===== src/sv/duart_pkg.sv =====
// Package: opcodes, register offsets, status and interrupt bit constants.
`default_nettype none
package duart_pkg;
  typedef enum logic [2:0] {
    OP_WRITE   = 3'd0,
    OP_READ    = 3'd1,
    OP_TICK    = 3'd2,
    OP_RX_A    = 3'd3,
    OP_RX_B    = 3'd4,
    OP_POP     = 3'd5,
    OP_CHG     = 3'd6,
    OP_NONE    = 3'd7
  } op_e;

  localparam logic [2:0] REG_MODE = 3'd0;
  localparam logic [2:0] REG_CSR  = 3'd1;
  localparam logic [2:0] REG_CMD  = 3'd2;
  localparam logic [2:0] REG_DATA = 3'd3;

  localparam logic [3:0] REG_ACR   = 4'h4;
  localparam logic [3:0] REG_IMR   = 4'h5;
  localparam logic [3:0] REG_CTUR  = 4'h6;
  localparam logic [3:0] REG_CTLR  = 4'h7;
  localparam logic [3:0] REG_IVR   = 4'hC;
  localparam logic [3:0] REG_OPCR  = 4'hD;
  localparam logic [3:0] REG_OPSET = 4'hE;
  localparam logic [3:0] REG_OPCLR = 4'hF;

  localparam logic [7:0] ST_RXRDY  = 8'h01;
  localparam logic [7:0] ST_RXFULL = 8'h02;
  localparam logic [7:0] ST_TXRDY  = 8'h04;
  localparam logic [7:0] ST_TXEMT  = 8'h08;
  localparam logic [7:0] IRQ_CNT   = 8'h08;
  localparam logic [7:0] IVR_RESET = 8'h0F;
  localparam logic [15:0] TXD_RESET = 16'd100;

  // event entry: cmd, m2, m1, clk, byte, chan (chan in bit 0)
  typedef struct packed {
    logic [7:0] cmd;
    logic [7:0] m2;
    logic [7:0] m1;
    logic [7:0] clk;
    logic [7:0] byte_v;
    logic       chan;
  } evt_t;

  typedef struct packed {
    logic       valid;
    logic [7:0] read_data;
    logic       done_flag;
    logic       pop;
    logic [7:0] port_level;
  } res_t;
endpackage
`default_nettype wire


===== src/sv/duart_evq.sv =====
// Transmit event queue: synchronous memory with drop-oldest on overflow.
`default_nettype none
module duart_evq #(
  parameter int EVENT_DEPTH = 16
) (
  input  wire logic            clk_i,
  input  wire logic            rst_ni,
  input  wire logic [1:0]      push_i,
  input  wire duart_pkg::evt_t evt_a_i,
  input  wire duart_pkg::evt_t evt_b_i,
  input  wire logic            pop_i,
  output logic                 pop_ok_o,
  output duart_pkg::evt_t      rd_data_o
);
  import duart_pkg::*;
  localparam int AW = (EVENT_DEPTH > 1) ? $clog2(EVENT_DEPTH) : 1;
  localparam int PW = AW + 1;
  localparam int EW = $bits(evt_t);

  logic [EW-1:0] mem [EVENT_DEPTH];
  logic [PW-1:0] rd_q, wr_q, rd_d, wr_d, rd_mid, wr_mid;
  evt_t          rdata_q;

  function automatic logic [PW-1:0] inc(input logic [PW-1:0] p);
    logic [PW:0] s;
    s = {1'b0, p} + 1'b1;
    if (s >= (PW+1)'(2 * EVENT_DEPTH)) s = '0;
    return s[PW-1:0];
  endfunction

  function automatic logic [AW-1:0] idx(input logic [PW-1:0] p);
    logic [PW-1:0] r;
    r = (p >= PW'(EVENT_DEPTH)) ? p - PW'(EVENT_DEPTH) : p;
    return r[AW-1:0];
  endfunction

  function automatic logic full(input logic [PW-1:0] w, input logic [PW-1:0] r);
    return (w != r) && (idx(w) == idx(r));
  endfunction

  assign pop_ok_o = (rd_q != wr_q);

  // two pushes in one item: A then B, each may drop the oldest entry
  always_comb begin
    rd_mid = rd_q;
    wr_mid = wr_q;
    if (push_i[0]) begin
      if (full(wr_mid, rd_mid)) rd_mid = inc(rd_mid);
      wr_mid = inc(wr_mid);
    end
    rd_d = rd_mid;
    wr_d = wr_mid;
    if (push_i[1]) begin
      if (full(wr_d, rd_d)) rd_d = inc(rd_d);
      wr_d = inc(wr_d);
    end
    if (pop_i && pop_ok_o) rd_d = inc(rd_q);
  end

  always_ff @(posedge clk_i or negedge rst_ni) begin
    if (!rst_ni) begin
      rd_q <= '0;
      wr_q <= '0;
    end else begin
      rd_q <= rd_d;
      wr_q <= wr_d;
    end
  end

  // pushes and pops never share an item; two write ports (A, B) and one read port
  always_ff @(posedge clk_i) begin
    if (push_i[0]) mem[idx(wr_q)] <= evt_a_i;
    if (push_i[1]) mem[idx(push_i[0] ? inc(wr_q) : wr_q)] <= evt_b_i;
    rdata_q <= mem[idx(rd_q)];
  end

  assign rd_data_o = rdata_q;
endmodule
`default_nettype wire


===== config.mk =====
export PLATFORM = sky130hd
export DESIGN_NAME = duart_evq
export DESIGN_NICKNAME = d
export VERILOG_FILES = /design/src/sv/duart_pkg.sv /design/src/sv/duart_evq.sv
export SDC_FILE = /design/constraint.sdc
export NUM_CORES = 1
export LEC_CHECK = 0
export BUFFER_PORTS_ARGS = -buffer_cell sky130_fd_sc_hd__buf_4
export CAP_MARGIN = 20
export CORE_MARGIN = 1.5
export CORE_UTILIZATION = 50
export CTS_CLUSTER_SIZE = 30
export DETAILED_ROUTE_END_ITERATION = 7
export PLACE_DENSITY_LB_ADDON = 0.08
export SETUP_SLACK_MARGIN = 0.5
export SYNTH_ARGS = -nofsm -noshare
export SYNTH_HDL_FRONTEND = slang
export SYNTH_SLANG_ARGS = --single-unit

===== constraint.sdc =====
create_clock -name clk_i -period 4.8 [get_ports clk_i]
set_input_delay 0.48 -clock clk_i [delete_from_list [all_inputs] [get_ports clk_i]]
set_output_delay 0.48 -clock clk_i [all_outputs]
set_load 0.02 [all_outputs]

==> results.py <==
metrics = {
    "clocking": {
        "clock_latency_ns": 0.63,
        "clock_tree.root_cell": "clkbuf_16",
        "cts_made_buffers": 78,
        "post_cts_resized": 0,
        "clk_pin_slew_ns": 0.07,
        "cts.sinks": 707,
        "cts_setup_buffers": 0,
        "cts_max_path_buffers": 3,
        "tritoncts": "built",
        "cts_htree_levels": 3,
        "cts_hold_buf": 1,
    },
    "setup_path": {
        "path_cells": "nand2_1, o211ai_1, o21a_1, ha_1, and3_4, o21bai_4, buf_4",
        "critPathLaunchType": "flip-flop",
        "worstSetupPathType": "flip-flop to flip-flop",
        "cp.required_ns": 5.05,
        "cp_slowest_cell": "and3_4",
        "critPathCaptureType": "flip-flop",
        "arrival_ns": 4.16,
        "cp_slowest_stage_delay_ns": 0.70,
        "crit_fanout": 27,
    },
    "drt": {
        "ant_nets": 0,
        "routed-via-count": 19400,
        "post_drt_wl_per_cell_um": 32.11,
        "drc": 0,
        "drt_iter0_drc": 2018,
        "detail_route.wirelength_um": 96420,
        "via_per_inst": 6.459,
        "dr.pass1.iters": 5,
    },
    "power_and_ir_drop": {
        "p_int_mw": 15.77,
        "p_seq_share_pct": 38.4,
        "power_density_mw_per_mm2": 591.6,
        "p_clk_share_pct": 26.2,
        "switching_share_pct": 32.60,
        "p_leak_nw": 13.06,
        "combPwrFrac_pct": 35.4,
        "peakVddDrop_v": 0.0004461,
        "switching_power_mw": 7.630,
    },
    "synthesis": {
        "avgSynthCellArea_um2": 17.74,
        "synth_cell_type_count": 55,
        "syn_nets": 2059,
        "synth-edff-count": 656,
        "synthFlopType": "edfxtp_1",
        "ys_ff_latch": 707,
        "syn_area_mm2": 0.03480,
        "netlist_instances": 1962,
        "async_flop_share_pct": 1.414,
        "synth-seq-area-share_pct": 59.69,
        "yosysWarningCount": 0,
    },
    "placement": {
        "place_area_mm2": 0.03692,
        "io_buffers": 128,
        "place.gp.congestion": 0.8558,
        "dp_hpwl_um": 54180,
        "pre_cts_ws_ns": 0.9871,
    },
    "global_route": {
        "grt-ovfl-total": 0,
        "track_usage_pct": 27.65,
        "grt_max_degree": 109,
        "antenna_found_initial": 5,
        "grt_pass1_wl_um": 141300,
        "grt_pass1_vias": 20170,
    },
    "layout": {
        "final_area_mm2": 0.03956,
        "nets": 2104,
        "drive_gt1_share_pct": 58.50,
        "areaGrowthSynthToFinish_pct": 13.67,
        "fillers": 5288,
    },
    "timing": {
        "fin_crit_sh_pct": 81.57,
        "final-max-slew-violation-count": 0,
        "max_freq_mhz": 255.4,
        "setup_viol": 0,
        "hold_viol_final": 0,
        "slew_headroom_pct": 22.66,
        "min_period_ns": 3.915,
        "skew_ns": 0.02226,
        "tns_ns": 0,
        "tightest_slew_ns": 1.157,
        "grt_setup_unrepaired": "false",
        "timing.final.ws_setup_ns": 0.8847,
    },
    "flow_run": {
        "cap_violations": 0,
    },
    "floorplan": {
        "fp.dieW_um": 266.8,
        "core_mm2": 0.06871,
        "initial_core_util_pct": 50.65,
        "die-height_um": 266.8,
        "num_rows": 96,
        "dieArea_mm2": 0.07119,
        "pin_count": 129,
    },
    "outcome": {
        "status": "finished clean",
    },
    "hold_path": {
        "hold_class": "input pin to async pin",
    },
}
==> cells in the final DEF (no fill, tap or decap), types with 10 or more instances in the layout <==
cell type	Yosys	final
buf_4	2	172
clkbuf_1	180	16
clkbuf_16	0	80
clkbuf_8	0	17
clkinv_2	0	16
dfxtp_1	41	41
edfxtp_1	656	656
ha_1	10	10
mux2_2	657	657
mux4_2	205	205
nand2_1	16	16
nand3_1	21	12
xnor2_1	12	12
==> critical path, delay by kind of cell (launching register included) <==
family	cells	cell delay, ns
AO/OA/AOI/OAI	3	0.90
adder cells (fa/ha/maj)	1	0.37
buffers and inverters	1	0.57
flip-flops	1	0.56
AND/OR/NAND/NOR	2	1.11
==> final timing paths <==
kind                                   from  depth (start not counted)  slack, ns             to
worst max register to register      wr_q[2]                          7       0.88    mem[12][17]
max in group asynchronous            rst_ni                          2       4.36        rd_q[1]
min in group clk_i              evt_a_i[32]                          2       0.29     mem[5][32]
worst min-delay path                 rst_ni                          2       0.24        wr_q[1]
worst max-delay path                wr_q[2]                          7       0.88    mem[12][17]
worst min register to register  mem[12][23]                          2       0.76  rd_data_o[23]
==> flip-flops by register name (all words and copies together) (netlist names) <==
name,count
rd_data_o,41
wr_q,5
mem,656
rd_q,5
==> cell type report <==
cell class                      instances  area [um^2]  share of cell area, %
Timing Repair Buffer                  180         1456                  3.682
Sequential cell                       707        20780                  52.54
Tap cell                              931         1165                  2.945
Antenna cell                            2        5.005                0.01265
Clock buffer                          113         2296                  5.804
Clock inverter                         30        322.8                 0.8161
Multi-Input combinational cell       1032        13500                  34.12
Inverter                                8        32.53                0.08224
==> power groups by stage <==
stage | Combinational, mW | Clock, mW | Sequential [mW]
after global placement | 8.19 | 0 | 9.08
final | 8.28 | 6.14 | 8.98
after CTS | 8.33 | 6.24 | 8.99
after global routing | 8.69 | 6.45 | 9.10
after detailed placement | 8.30 | 0 | 9.11
after floorplan | 5.30 | 0 | 9.08
==> per-layer routing <==
layer,GRT usage [%],vias up,wire [um]
met5,0,-,34
li1,-,8028,-
met4,8.999,6,2692
met2,44.26,675,46550
met1,39.17,10520,41650
met3,3.976,163,5489
==> per-stage QoR <==
step                      utilization, %  instances  hold slack, ns  total power [mW]
after global placement             53.63       2854          0.3300             17.27
final                              57.57       3003          0.2406             23.40
after global routing               57.57       3003          0.2658             24.24
after floorplan                        -       1962          0.1844             14.38
after CTS                          57.56       3001          0.2327             23.57
after detailed placement           53.74       2857          0.3344             17.41
==> synth_stat cells (8+ instances only) <==
master    instances  share of area, %
nand3_1          21              0.30
dfrtp_1          10              0.72
dfxtp_1          41               2.4
xnor2_1          12              0.30
and3_1            8              0.14
edfxtp_1        656                57
ha_1             10              0.36
nand2_1          16              0.17
mux4_2          205                13
buf_2            10              0.14
buf_1            22              0.24
clkbuf_1        180               1.9
mux2_2          657                21
nor2_1           10              0.11
o21ai_0          16              0.23
==> cells by family (layout without fill, tap and decap cells) <==
logic type                 Yosys count  in the layout  share of synthesized area (%)
buffers and inverters              223            331                          2.485
adders and majority gates           10             10                         0.3596
xor gates and xnor gates            17             17                         0.4279
DFF                                707            707                          59.69
AOI/OAI and AO/OA                   60             60                          1.237
other                                0              2                              0
and+or+nand+nor                     83             83                          1.276
muxes                              862            862                          34.53
Note: power is estimated with default switching activity, not from simulation.
